File: config.mk
export PLATFORM = sky130hd
export DESIGN_NAME = link_header_next_url_parser_core
export DESIGN_NICKNAME = d
export VERILOG_FILES = /design/src/design/lhnu_pkg.sv /design/src/design/lhnu_url_mem.sv /design/src/design/lhnu_parser.sv /design/src/design/link_header_next_url_parser_core.sv
export SDC_FILE = /design/constraint.sdc
export NUM_CORES = 2
export LEC_CHECK = 0
export BUFFER_PORTS_ARGS = -buffer_cell sky130_fd_sc_hd__buf_2
export CORE_MARGIN = 3
export CORE_UTILIZATION = 55
export DETAILED_ROUTE_END_ITERATION = 7
export GPL_TIMING_DRIVEN = 0
export MAX_ROUTING_LAYER = met4
export PLACE_DENSITY = 0.68
export SKIP_CTS_REPAIR_TIMING = 1
export SYNTH_ARGS = -nofsm -noshare
export SYNTH_HDL_FRONTEND = slang
export SYNTH_SLANG_ARGS = --single-unit
File: constraint.sdc
create_clock -name clk -period 14.5 [get_ports clk]
set_input_delay 2.9 -clock clk [delete_from_list [all_inputs] [get_ports clk]]
set_output_delay 2.9 -clock clk [all_outputs]
set_load 0.05 [all_outputs]
File: src/design/lhnu_pkg.sv
// Shared types and constants of the Link header next-URL parser.
`default_nettype none

package lhnu_pkg;

  typedef enum logic [11:0] {
    PH_SEEK       = 12'b0000_0000_0001,
    PH_MALFORMED  = 12'b0000_0000_0010,
    PH_URL        = 12'b0000_0000_0100,
    PH_PARAMS     = 12'b0000_0000_1000,
    PH_NAME_WS    = 12'b0000_0001_0000,
    PH_NAME       = 12'b0000_0010_0000,
    PH_NAME_AFTER = 12'b0000_0100_0000,
    PH_VAL_WS     = 12'b0000_1000_0000,
    PH_VAL_Q      = 12'b0001_0000_0000,
    PH_VAL_BARE   = 12'b0010_0000_0000,
    PH_DONE       = 12'b0100_0000_0000,
    PH_ENDED      = 12'b1000_0000_0000
  } phase_t;

  typedef enum logic [1:0] {
    V_UNDECIDED = 2'd0,
    V_FOUND     = 2'd1,
    V_ABSENT    = 2'd2
  } verdict_t;

  localparam logic OP_PARSE = 1'b0;
  localparam logic OP_READ  = 1'b1;

  localparam logic [2:0] NAME_MATCH = 3'd3;
  localparam logic [2:0] NAME_MISS  = 3'd4;
  localparam logic [2:0] TOKEN_MATCH = 3'd4;
  localparam logic [2:0] TOKEN_MISS  = 3'd5;

  localparam logic [7:0] CH_NUL   = 8'h00;
  localparam logic [7:0] CH_TAB   = 8'h09;
  localparam logic [7:0] CH_LF    = 8'h0A;
  localparam logic [7:0] CH_CR    = 8'h0D;
  localparam logic [7:0] CH_SP    = 8'h20;
  localparam logic [7:0] CH_DQUOTE = 8'h22;
  localparam logic [7:0] CH_SQUOTE = 8'h27;
  localparam logic [7:0] CH_COMMA = 8'h2C;
  localparam logic [7:0] CH_SEMI  = 8'h3B;
  localparam logic [7:0] CH_LT    = 8'h3C;
  localparam logic [7:0] CH_EQ    = 8'h3D;
  localparam logic [7:0] CH_GT    = 8'h3E;

  localparam logic [8:0] URL_LIMIT_RST = 9'd255;

  typedef struct packed {
    phase_t     phase;
    logic       url_overflow;
    logic       quote_single;
    logic [2:0] name_progress;
    logic [2:0] token_progress;
    logic       value_has_next;
    logic       link_is_next;
    verdict_t   verdict;
  } parse_st_t;

  localparam parse_st_t PARSE_CLEAR = '{
    phase:          PH_SEEK,
    url_overflow:   1'b0,
    quote_single:   1'b0,
    name_progress:  3'd0,
    token_progress: 3'd0,
    value_has_next: 1'b0,
    link_is_next:   1'b0,
    verdict:        V_UNDECIDED
  };

endpackage

`default_nettype wire

File: src/design/lhnu_url_mem.sv
// URL byte store: one write port, one registered read port.
`default_nettype none

module lhnu_url_mem #(
  parameter int unsigned DEPTH = 256,
  localparam int unsigned AW = $clog2(DEPTH)
) (
  input  wire logic          clk,
  input  wire logic          we,
  input  wire logic [AW-1:0] waddr,
  input  wire logic [7:0]    wdata,
  input  wire logic          re,
  input  wire logic [AW-1:0] raddr,
  output logic      [7:0]    rdata_r
);

  logic [7:0] mem [DEPTH];

  always_ff @(posedge clk) begin
    if (we) begin
      mem[waddr] <= wdata;
    end
  end

  always_ff @(posedge clk) begin
    if (re) begin
      rdata_r <= mem[raddr];
    end
  end

endmodule

`default_nettype wire

File: src/design/lhnu_parser.sv
// Per-character parse state machine: one header character per cycle in which go is high.
`default_nettype none

module lhnu_parser #(
  parameter int unsigned URL_DEPTH = 256,
  localparam int unsigned CNT_W = $clog2(URL_DEPTH + 1),
  localparam int unsigned AW    = $clog2(URL_DEPTH)
) (
  input  wire logic             clk,
  input  wire logic             rst_n,
  input  wire logic             go,
  input  wire logic [7:0]       char_byte,
  input  wire logic             last,
  input  wire logic [8:0]       url_limit,
  output logic                  mem_we,
  output logic      [AW-1:0]    mem_waddr,
  output logic      [7:0]       mem_wdata,
  output lhnu_pkg::verdict_t    verdict_nxt,
  output logic      [CNT_W-1:0] count_nxt
);

  localparam int unsigned CMP_W = (CNT_W > 9) ? CNT_W : 9;

  lhnu_pkg::parse_st_t st_r, st_nxt;
  logic [CNT_W-1:0]    cnt_r, cnt_nxt;

  function automatic logic [7:0] to_lower(input logic [7:0] c);
    return (c inside {[8'h41:8'h5A]}) ? c + 8'd32 : c;
  endfunction

  function automatic logic is_ws(input logic [7:0] c);
    return c inside {lhnu_pkg::CH_SP, lhnu_pkg::CH_TAB, lhnu_pkg::CH_CR, lhnu_pkg::CH_LF};
  endfunction

  function automatic logic [7:0] rel_char(input logic [2:0] i);
    logic [7:0] r;
    case (i)
      3'd0:    r = 8'h72;
      3'd1:    r = 8'h65;
      3'd2:    r = 8'h6C;
      default: r = 8'h00;
    endcase
    return r;
  endfunction

  function automatic logic [7:0] next_char(input logic [2:0] i);
    logic [7:0] r;
    case (i)
      3'd0:    r = 8'h6E;
      3'd1:    r = 8'h65;
      3'd2:    r = 8'h78;
      3'd3:    r = 8'h74;
      default: r = 8'h00;
    endcase
    return r;
  endfunction

  function automatic lhnu_pkg::parse_st_t token_end(input lhnu_pkg::parse_st_t s);
    lhnu_pkg::parse_st_t o;
    o = s;
    if (s.token_progress == lhnu_pkg::TOKEN_MATCH) begin
      o.value_has_next = 1'b1;
    end
    o.token_progress = 3'd0;
    return o;
  endfunction

  function automatic lhnu_pkg::parse_st_t token_char(input lhnu_pkg::parse_st_t s,
                                                     input logic [7:0] c);
    lhnu_pkg::parse_st_t o;
    o = s;
    if (s.token_progress < lhnu_pkg::TOKEN_MATCH &&
        to_lower(c) == next_char(s.token_progress)) begin
      o.token_progress = s.token_progress + 3'd1;
    end else begin
      o.token_progress = lhnu_pkg::TOKEN_MISS;
    end
    return o;
  endfunction

  function automatic lhnu_pkg::parse_st_t finish_value(input lhnu_pkg::parse_st_t s);
    lhnu_pkg::parse_st_t o;
    o = token_end(s);
    if (o.name_progress == lhnu_pkg::NAME_MATCH && o.value_has_next) begin
      o.link_is_next = 1'b1;
    end
    o.value_has_next = 1'b0;
    return o;
  endfunction

  function automatic lhnu_pkg::parse_st_t start_value(input lhnu_pkg::parse_st_t s);
    lhnu_pkg::parse_st_t o;
    o = s;
    o.token_progress = 3'd0;
    o.value_has_next = 1'b0;
    return o;
  endfunction

  function automatic lhnu_pkg::parse_st_t decide(input lhnu_pkg::parse_st_t s);
    lhnu_pkg::parse_st_t o;
    o = s;
    o.verdict = (s.link_is_next && !s.url_overflow) ? lhnu_pkg::V_FOUND : lhnu_pkg::V_ABSENT;
    o.phase   = lhnu_pkg::PH_DONE;
    return o;
  endfunction

  // End of string: settle whatever link-value is open.
  function automatic lhnu_pkg::parse_st_t end_event(input lhnu_pkg::parse_st_t s);
    lhnu_pkg::parse_st_t o;
    o = s;
    case (s.phase)
      lhnu_pkg::PH_SEEK, lhnu_pkg::PH_MALFORMED, lhnu_pkg::PH_URL: begin
        o.verdict = lhnu_pkg::V_ABSENT;
        o.phase   = lhnu_pkg::PH_DONE;
      end
      lhnu_pkg::PH_VAL_WS: begin
        o = decide(finish_value(start_value(s)));
      end
      lhnu_pkg::PH_VAL_Q, lhnu_pkg::PH_VAL_BARE: begin
        o = decide(finish_value(s));
      end
      lhnu_pkg::PH_PARAMS, lhnu_pkg::PH_NAME_WS, lhnu_pkg::PH_NAME,
      lhnu_pkg::PH_NAME_AFTER: begin
        o = decide(s);
      end
      default: begin
        o = s;
      end
    endcase
    return o;
  endfunction

  always_comb begin
    lhnu_pkg::parse_st_t s;
    logic [CNT_W-1:0]    cnt;
    logic                again;
    s         = st_r;
    cnt       = cnt_r;
    again     = 1'b0;
    mem_we    = 1'b0;
    mem_waddr = cnt_r[AW-1:0];
    mem_wdata = char_byte;
    if (go) begin
      if (s.phase == lhnu_pkg::PH_ENDED) begin
        s   = lhnu_pkg::PARSE_CLEAR;
        cnt = '0;
      end
      if (s.phase != lhnu_pkg::PH_DONE) begin
        if (char_byte == lhnu_pkg::CH_NUL) begin
          s = end_event(s);
        end else begin
          // A character can fall through at most four phases (name to params).
          again = 1'b1;
          for (int i = 0; i < 4; i++) begin
            if (again) begin
              again = 1'b0;
              case (s.phase)
                lhnu_pkg::PH_SEEK: begin
                  if (!is_ws(char_byte) && char_byte != lhnu_pkg::CH_COMMA) begin
                    if (char_byte == lhnu_pkg::CH_LT) begin
                      cnt            = '0;
                      s.url_overflow = 1'b0;
                      s.link_is_next = 1'b0;
                      s.phase        = lhnu_pkg::PH_URL;
                    end else begin
                      s.phase = lhnu_pkg::PH_MALFORMED;
                    end
                  end
                end
                lhnu_pkg::PH_MALFORMED: begin
                  if (char_byte == lhnu_pkg::CH_COMMA) begin
                    s.phase = lhnu_pkg::PH_SEEK;
                  end
                end
                lhnu_pkg::PH_URL: begin
                  if (char_byte == lhnu_pkg::CH_GT) begin
                    s.phase = lhnu_pkg::PH_PARAMS;
                  end else if ((CMP_W'(cnt) >= CMP_W'(url_limit)) ||
                               (cnt == CNT_W'(URL_DEPTH))) begin
                    s.url_overflow = 1'b1;
                  end else begin
                    mem_we    = 1'b1;
                    mem_waddr = cnt[AW-1:0];
                    cnt       = cnt + CNT_W'(1);
                  end
                end
                lhnu_pkg::PH_PARAMS: begin
                  if (char_byte == lhnu_pkg::CH_COMMA) begin
                    if (s.link_is_next) begin
                      s = decide(s);
                    end else begin
                      s.phase = lhnu_pkg::PH_SEEK;
                    end
                  end else if (char_byte == lhnu_pkg::CH_SEMI) begin
                    s.phase = lhnu_pkg::PH_NAME_WS;
                  end
                end
                lhnu_pkg::PH_NAME_WS: begin
                  if (!is_ws(char_byte)) begin
                    s.name_progress = 3'd0;
                    s.phase         = lhnu_pkg::PH_NAME;
                    again           = 1'b1;
                  end
                end
                lhnu_pkg::PH_NAME: begin
                  if (char_byte inside {lhnu_pkg::CH_EQ, lhnu_pkg::CH_SEMI, lhnu_pkg::CH_COMMA,
                                        lhnu_pkg::CH_SP, lhnu_pkg::CH_TAB}) begin
                    s.phase = lhnu_pkg::PH_NAME_AFTER;
                    again   = 1'b1;
                  end else if (s.name_progress < lhnu_pkg::NAME_MATCH &&
                               to_lower(char_byte) == rel_char(s.name_progress)) begin
                    s.name_progress = s.name_progress + 3'd1;
                  end else begin
                    s.name_progress = lhnu_pkg::NAME_MISS;
                  end
                end
                lhnu_pkg::PH_NAME_AFTER: begin
                  if (!is_ws(char_byte)) begin
                    if (char_byte == lhnu_pkg::CH_EQ) begin
                      s.phase = lhnu_pkg::PH_VAL_WS;
                    end else begin
                      s.phase = lhnu_pkg::PH_PARAMS;
                      again   = 1'b1;
                    end
                  end
                end
                lhnu_pkg::PH_VAL_WS: begin
                  if (!is_ws(char_byte)) begin
                    s = start_value(s);
                    if (char_byte == lhnu_pkg::CH_DQUOTE ||
                        char_byte == lhnu_pkg::CH_SQUOTE) begin
                      s.quote_single = (char_byte == lhnu_pkg::CH_SQUOTE);
                      s.phase        = lhnu_pkg::PH_VAL_Q;
                    end else begin
                      s.phase = lhnu_pkg::PH_VAL_BARE;
                      again   = 1'b1;
                    end
                  end
                end
                lhnu_pkg::PH_VAL_Q: begin
                  if (char_byte ==
                      (s.quote_single ? lhnu_pkg::CH_SQUOTE : lhnu_pkg::CH_DQUOTE)) begin
                    s       = finish_value(s);
                    s.phase = lhnu_pkg::PH_PARAMS;
                  end else if (char_byte == lhnu_pkg::CH_SP ||
                               char_byte == lhnu_pkg::CH_TAB) begin
                    s = token_end(s);
                  end else begin
                    s = token_char(s, char_byte);
                  end
                end
                lhnu_pkg::PH_VAL_BARE: begin
                  if (char_byte inside {lhnu_pkg::CH_SEMI, lhnu_pkg::CH_COMMA,
                                        lhnu_pkg::CH_SP, lhnu_pkg::CH_TAB}) begin
                    s       = finish_value(s);
                    s.phase = lhnu_pkg::PH_PARAMS;
                    again   = 1'b1;
                  end else begin
                    s = token_char(s, char_byte);
                  end
                end
                default: begin
                  s = s;
                end
              endcase
            end
          end
        end
      end
      if (last) begin
        if (s.phase != lhnu_pkg::PH_DONE) begin
          s = end_event(s);
        end
        s.phase = lhnu_pkg::PH_ENDED;
      end
    end
    st_nxt  = s;
    cnt_nxt = cnt;
  end

  always_ff @(posedge clk) begin
    if (!rst_n) begin
      st_r  <= lhnu_pkg::PARSE_CLEAR;
      cnt_r <= '0;
    end else begin
      st_r  <= st_nxt;
      cnt_r <= cnt_nxt;
    end
  end

  assign verdict_nxt = st_nxt.verdict;
  assign count_nxt   = cnt_nxt;

endmodule

`default_nettype wire

File: src/design/link_header_next_url_parser_core.sv
// Scans an HTTP Link header one character per item and keeps the URL of the first link-value
// whose rel parameter holds the token "next"; read items fetch the stored URL bytes. Every
// item, parse or read, has its result captured in the output register and shown on the next
// clock; a new item can be taken every clock while the result is not stalled. The parse
// state machine settles each character before the next is taken, and the URL store has
// one write port and one registered read port, so a read sees every earlier write.
// No clearing pass is needed after reset.
`default_nettype none

module link_header_next_url_parser_core #(
  parameter int unsigned URL_DEPTH = 256
) (
  input  wire logic       clk,
  input  wire logic       rst_n,
  input  wire logic       in_valid,
  output logic            in_stall,
  input  wire logic       in_operation,
  input  wire logic [7:0] in_char_byte,
  input  wire logic       in_last,
  input  wire logic [7:0] in_read_index,
  output logic            out_valid,
  input  wire logic       out_stall,
  output logic      [1:0] out_status,
  output logic      [8:0] out_url_length,
  output logic      [7:0] out_read_byte,
  input  wire logic       cfg_wr_en,
  input  wire logic [8:0] cfg_wr_data
);

  localparam int unsigned CNT_W = $clog2(URL_DEPTH + 1);
  localparam int unsigned AW    = $clog2(URL_DEPTH);
  localparam int unsigned CMP_W = (CNT_W > 9) ? CNT_W : 9;

  logic [8:0]         url_limit_r;
  logic               in_acc;
  logic               parse_go;
  logic               read_go;
  logic               mem_we;
  logic [AW-1:0]      mem_waddr;
  logic [7:0]         mem_wdata;
  logic [7:0]         mem_rdata_r;
  lhnu_pkg::verdict_t verdict_nxt;
  logic [CNT_W-1:0]   count_nxt;
  logic [CMP_W-1:0]   idx_ext;
  logic [CMP_W-1:0]   len_ext;
  logic               rd_ok;
  logic               out_valid_r, out_valid_nxt;
  logic [1:0]         status_r;
  logic [8:0]         url_length_r;
  logic               rd_ok_r;

  assign in_stall = out_valid_r && out_stall;
  assign in_acc   = in_valid && !in_stall;
  assign parse_go = in_acc && (in_operation == lhnu_pkg::OP_PARSE);
  assign read_go  = in_acc && (in_operation == lhnu_pkg::OP_READ);

  always_ff @(posedge clk) begin
    if (!rst_n) begin
      url_limit_r <= lhnu_pkg::URL_LIMIT_RST;
    end else if (cfg_wr_en) begin
      url_limit_r <= cfg_wr_data;
    end
  end

  lhnu_parser #(
    .URL_DEPTH (URL_DEPTH)
  ) u_parser (
    .clk         (clk),
    .rst_n       (rst_n),
    .go          (parse_go),
    .char_byte   (in_char_byte),
    .last        (in_last),
    .url_limit   (url_limit_r),
    .mem_we      (mem_we),
    .mem_waddr   (mem_waddr),
    .mem_wdata   (mem_wdata),
    .verdict_nxt (verdict_nxt),
    .count_nxt   (count_nxt)
  );

  assign idx_ext = CMP_W'(in_read_index);

  lhnu_url_mem #(
    .DEPTH (URL_DEPTH)
  ) u_url_mem (
    .clk     (clk),
    .we      (mem_we),
    .waddr   (mem_waddr),
    .wdata   (mem_wdata),
    .re      (read_go),
    .raddr   (idx_ext[AW-1:0]),
    .rdata_r (mem_rdata_r)
  );

  // Read items leave the parse state alone, so the next-state values are the current ones.
  assign rd_ok = read_go && (verdict_nxt == lhnu_pkg::V_FOUND) &&
                 (idx_ext < CMP_W'(count_nxt)) && (idx_ext < CMP_W'(URL_DEPTH));
  assign len_ext = (verdict_nxt == lhnu_pkg::V_FOUND) ? CMP_W'(count_nxt) : '0;

  always_comb begin
    if (in_acc) begin
      out_valid_nxt = 1'b1;
    end else begin
      out_valid_nxt = out_valid_r && out_stall;
    end
  end

  always_ff @(posedge clk) begin
    if (!rst_n) begin
      out_valid_r <= 1'b0;
    end else begin
      out_valid_r <= out_valid_nxt;
    end
  end

  always_ff @(posedge clk) begin
    if (in_acc) begin
      status_r     <= verdict_nxt;
      url_length_r <= len_ext[8:0];
      rd_ok_r      <= rd_ok;
    end
  end

  assign out_valid      = out_valid_r;
  assign out_status     = status_r;
  assign out_url_length = url_length_r;
  assign out_read_byte  = rd_ok_r ? mem_rdata_r : 8'd0;

endmodule

`default_nettype wire

==> results.ini <==
[place]
gp_congestion=0.943
dp_hpwl_um=147000
io_buffers=50
post-place-cells=6217

[power]
power.density_nw_per_um2=134
switching_share=0.217
vdd.ir_drop.worst_mv=0.119
seqPwrFrac=0.526
leakagePower_nw=29.6
clockPowerShare=0.420
p_int_w=0.00998
switchingPower_w=0.00277
p_comb_frac=0.055

[die]
io_pins=53
coreArea_um2=154000
start_util=0.554
die-area_um2=160000
die_y_um=400
num_rows=144
die_width_um=400

[layout]
layout-drive-gt1-share=0.243
nets=4453
layout_common_cells=2068 x edfxtp_1, 680 x mux4_2, 337 x nor2_1
final_common_cell=edfxtp_1
layoutNonFillerInstCount=6607
synthToLayoutAreaGrowth_pct=11.6

[status]
outcome=finished, violations left
violations=capacitance limit, slew limit

[detailed_routing]
via_count=44200
drt_iter0_markers=6249
drc_errors=0
avgViaCountPerCell=6.70
ant_nets=0
first_pass_iters=6
wirelength_um=224000
wl_per_cell_um=33.9

[synthesis]
synth_flop_cell=edfxtp_1
seq_area_frac_synth=0.736
syn_inst=4115
ys_seq_elements=2111
async_flop_share=0
yosysWarnings=0
synth_cell_types=97
avgSynthCellArea_um2=20.8
netlist_area_um2=85500
synthesis.nets=4184
synth-edff-count=2068

[hold_path]
hp-class=register to register

[global_route]
grt_max_degree=161
grt_antenna_before_repair=8
grt-ovfl-total=0
first_global_vias=43300
grt_use_total=0.291
grt_pass1_wl_um=321000

[flow_run]
maxCapViolCount=3

[timing]
finalMaxSlewViolations=21
slew_headroom=-0.0448
finalHoldViolCount=0
fin_crit_sh=0.678
fmax_ghz=0.102
period_minus_slack_ns=9.83
tightest_slew_ns=1.57
tns_ns=0
clock_skew_ns=0.0490
setup_viol=0
rsz0062_at_grt=false

[cts]
clk_pin_slew_ns=0.05
cts_buffers=209
clock_path_buffers=3
clkLatencyLatePin_ns=0.85
htreeDepth=4
cts_root_buffer=clkbuf_16
cts_sinks=2111
cts_tree=built

[critical_path]
r2r_end=u_url_mem.mem[102][7]$_DFFE_PP_
ff2ff_setup_slack_ns=4.90
r2r_cells=23
startpoint_type=input port
cp-end-kind=register
cp-startpoint=in_char_byte[4]
cp.arrival_ns=10.51
path_max_fanout=137
r2r_start=u_parser.st_r[18]$_SDFFE_PN0P_
critical_path_class=input port to register
cp.required_ns=15.18
crit_end=rd_ok_r$_DFFE_PP_

## power groups by stage
stage | Combinational (W) | Clock, W | Sequential, W
6_report | 0.000697 | 0.00535 | 0.00671
3_3_place_gp | 0.000677 | 0 | 0.00686
5_1_grt | 0.000726 | 0.00565 | 0.00670
3_5_place_dp | 0.000696 | 0 | 0.00683
4_1_cts | 0.000697 | 0.00541 | 0.00670
2_1_floorplan | 0.000369 | 0 | 0.00684
## stage by stage
stage	cell area [um2]	hold WS [ns]	total power (W)	util	setup WS, ns
finish	95400	0.500	0.0128	0.619	4.67
global route	95400	0.520	0.0131	0.619	4.29
CTS	95400	0.506	0.0128	0.619	4.97
detailed placement	88600	0.495	0.00753	0.575	4.10
global placement	88300	0.487	0.00754	0.573	1.50
floorplan	85500	0.448	0.00721	-	6.77
## per-layer routing
metal | wire length [um] | global-route usage | part of all wire | vias to the layer above
li1 | - | - | - | 17800
met1 | 89400 | 0.418 | 0.40 | 23700
met2 | 107000 | 0.440 | 0.48 | 2412
met3 | 20300 | 0.0456 | 0.090 | 338
met4 | 7230 | 0.0874 | 0.032 | 0
met5 | 0 | - | 0 | -
## synthesized netlist by cell type, types with 5 or more instances
cell type     n  share of area
edfxtp_1   2068           0.73
mux4_2      680           0.18
nor2_1      337          0.015
clkbuf_1    164         0.0072
nand2_1      97         0.0043
buf_1        68         0.0030
nand3_1      50         0.0029
a21oi_1      49         0.0029
dfxtp_1      43          0.010
nor2b_1      42         0.0031
inv_1        40         0.0018
o21ai_0      39         0.0023
ha_1         37         0.0054
nor3_1       35         0.0020
a22oi_1      26         0.0023
and2_1       22         0.0016
nand4_1      20         0.0015
o211ai_1     16         0.0014
a21o_1       15         0.0013
a31oi_1      15         0.0011
nand2b_1     12        0.00088
or3_1        12        0.00088
xnor2_1      12         0.0012
nor4_1       11        0.00080
and3_1       10        0.00073
buf_2        10        0.00059
o22ai_1      10        0.00073
a211oi_1      9        0.00079
xor2_1        8        0.00082
and4_1        7        0.00072
mux2i_1       6        0.00070
nor4b_1       6        0.00061
o21a_1        6        0.00053
o31ai_1       6        0.00053
or2_1         5        0.00037
or2_2         5        0.00037
or4_1         5        0.00044
## registers in the layout, indices dropped and copies added (netlist names)
| name | count |
|---|---|
| u_url_mem.mem | 2048 |
| out_status | 2 |
| rd_ok_r | 1 |
| u_parser.cnt_r | 9 |
| u_url_mem.rdata_r | 8 |
| u_parser.st_r | 24 |
| url_limit_r | 9 |
| out_valid | 1 |
| out_url_length | 9 |
## layout make-up
cell class / instances / area, um2
sequential: 2111 / 63000
timing repair buffer: 58 / 551
multi-input combinational: 1719 / 21400
clock buffer: 261 / 5450
tap: 2044 / 2560
inverter: 40 / 150
antenna: 3 / 7.51
fill: 10600 / 58800
buffer: 245 / 967
clock inverter: 126 / 1350
## worst max-delay path, stage by stage
cell and delay (ns):
buf_8 0.53, buf_16 0.40, clkbuf_1 0.40, nand4b_1 0.23, a21oi_1 0.81, o22ai_1 0.30, a211oi_2 0.39, a41oi_2 0.24
nor4b_1 0.42, and4_1 0.24, buf_4 0.19, nand2_1 0.09, a22oi_1 0.45, inv_1 0.12, ha_1 0.25, xor2_1 0.16
a211oi_1 0.24, nand3_1 0.11, inv_1 0.13, nand3_1 0.15, o21ai_1 0.31, a41oi_1 0.24, nor3_1 0.23, o2111a_1 0.25
or2_1 0.15, and4b_1 0.25
## logic make-up (layout without fill, tap and decap cells)
logic type / count (synthesis) / after routing / share of synthesized area
AND/OR/NAND/NOR: 714 / 714 / 0.0408
buffers and inverters: 285 / 730 / 0.0128
XOR/XNOR: 20 / 20 / 0.00205
AO/OA/AOI/OAI: 261 / 261 / 0.0226
adder cells (fa/ha/maj): 37 / 37 / 0.00541
other: 0 / 3 / 0
multiplexers: 687 / 687 / 0.180
flip-flops: 2111 / 2111 / 0.736
## worst min path at each step
stage | startpoint | endpoint | cells after the start
3_5_place_dp | url_limit_r[0]$_SDFFE_PN1P_ | url_limit_r[0]$_SDFFE_PN1P_ | 2
6_report | url_limit_r[4]$_SDFFE_PN1P_ | url_limit_r[4]$_SDFFE_PN1P_ | 2
5_1_grt | url_limit_r[3]$_SDFFE_PN1P_ | url_limit_r[3]$_SDFFE_PN1P_ | 2
2_1_floorplan | url_limit_r[0]$_SDFFE_PN1P_ | url_limit_r[0]$_SDFFE_PN1P_ | 2
4_1_cts | url_limit_r[3]$_SDFFE_PN1P_ | url_limit_r[3]$_SDFFE_PN1P_ | 2
3_3_place_gp | url_limit_r[2]$_SDFFE_PN1P_ | url_limit_r[2]$_SDFFE_PN1P_ | 2
Note: power is estimated with default switching activity, not from simulation.
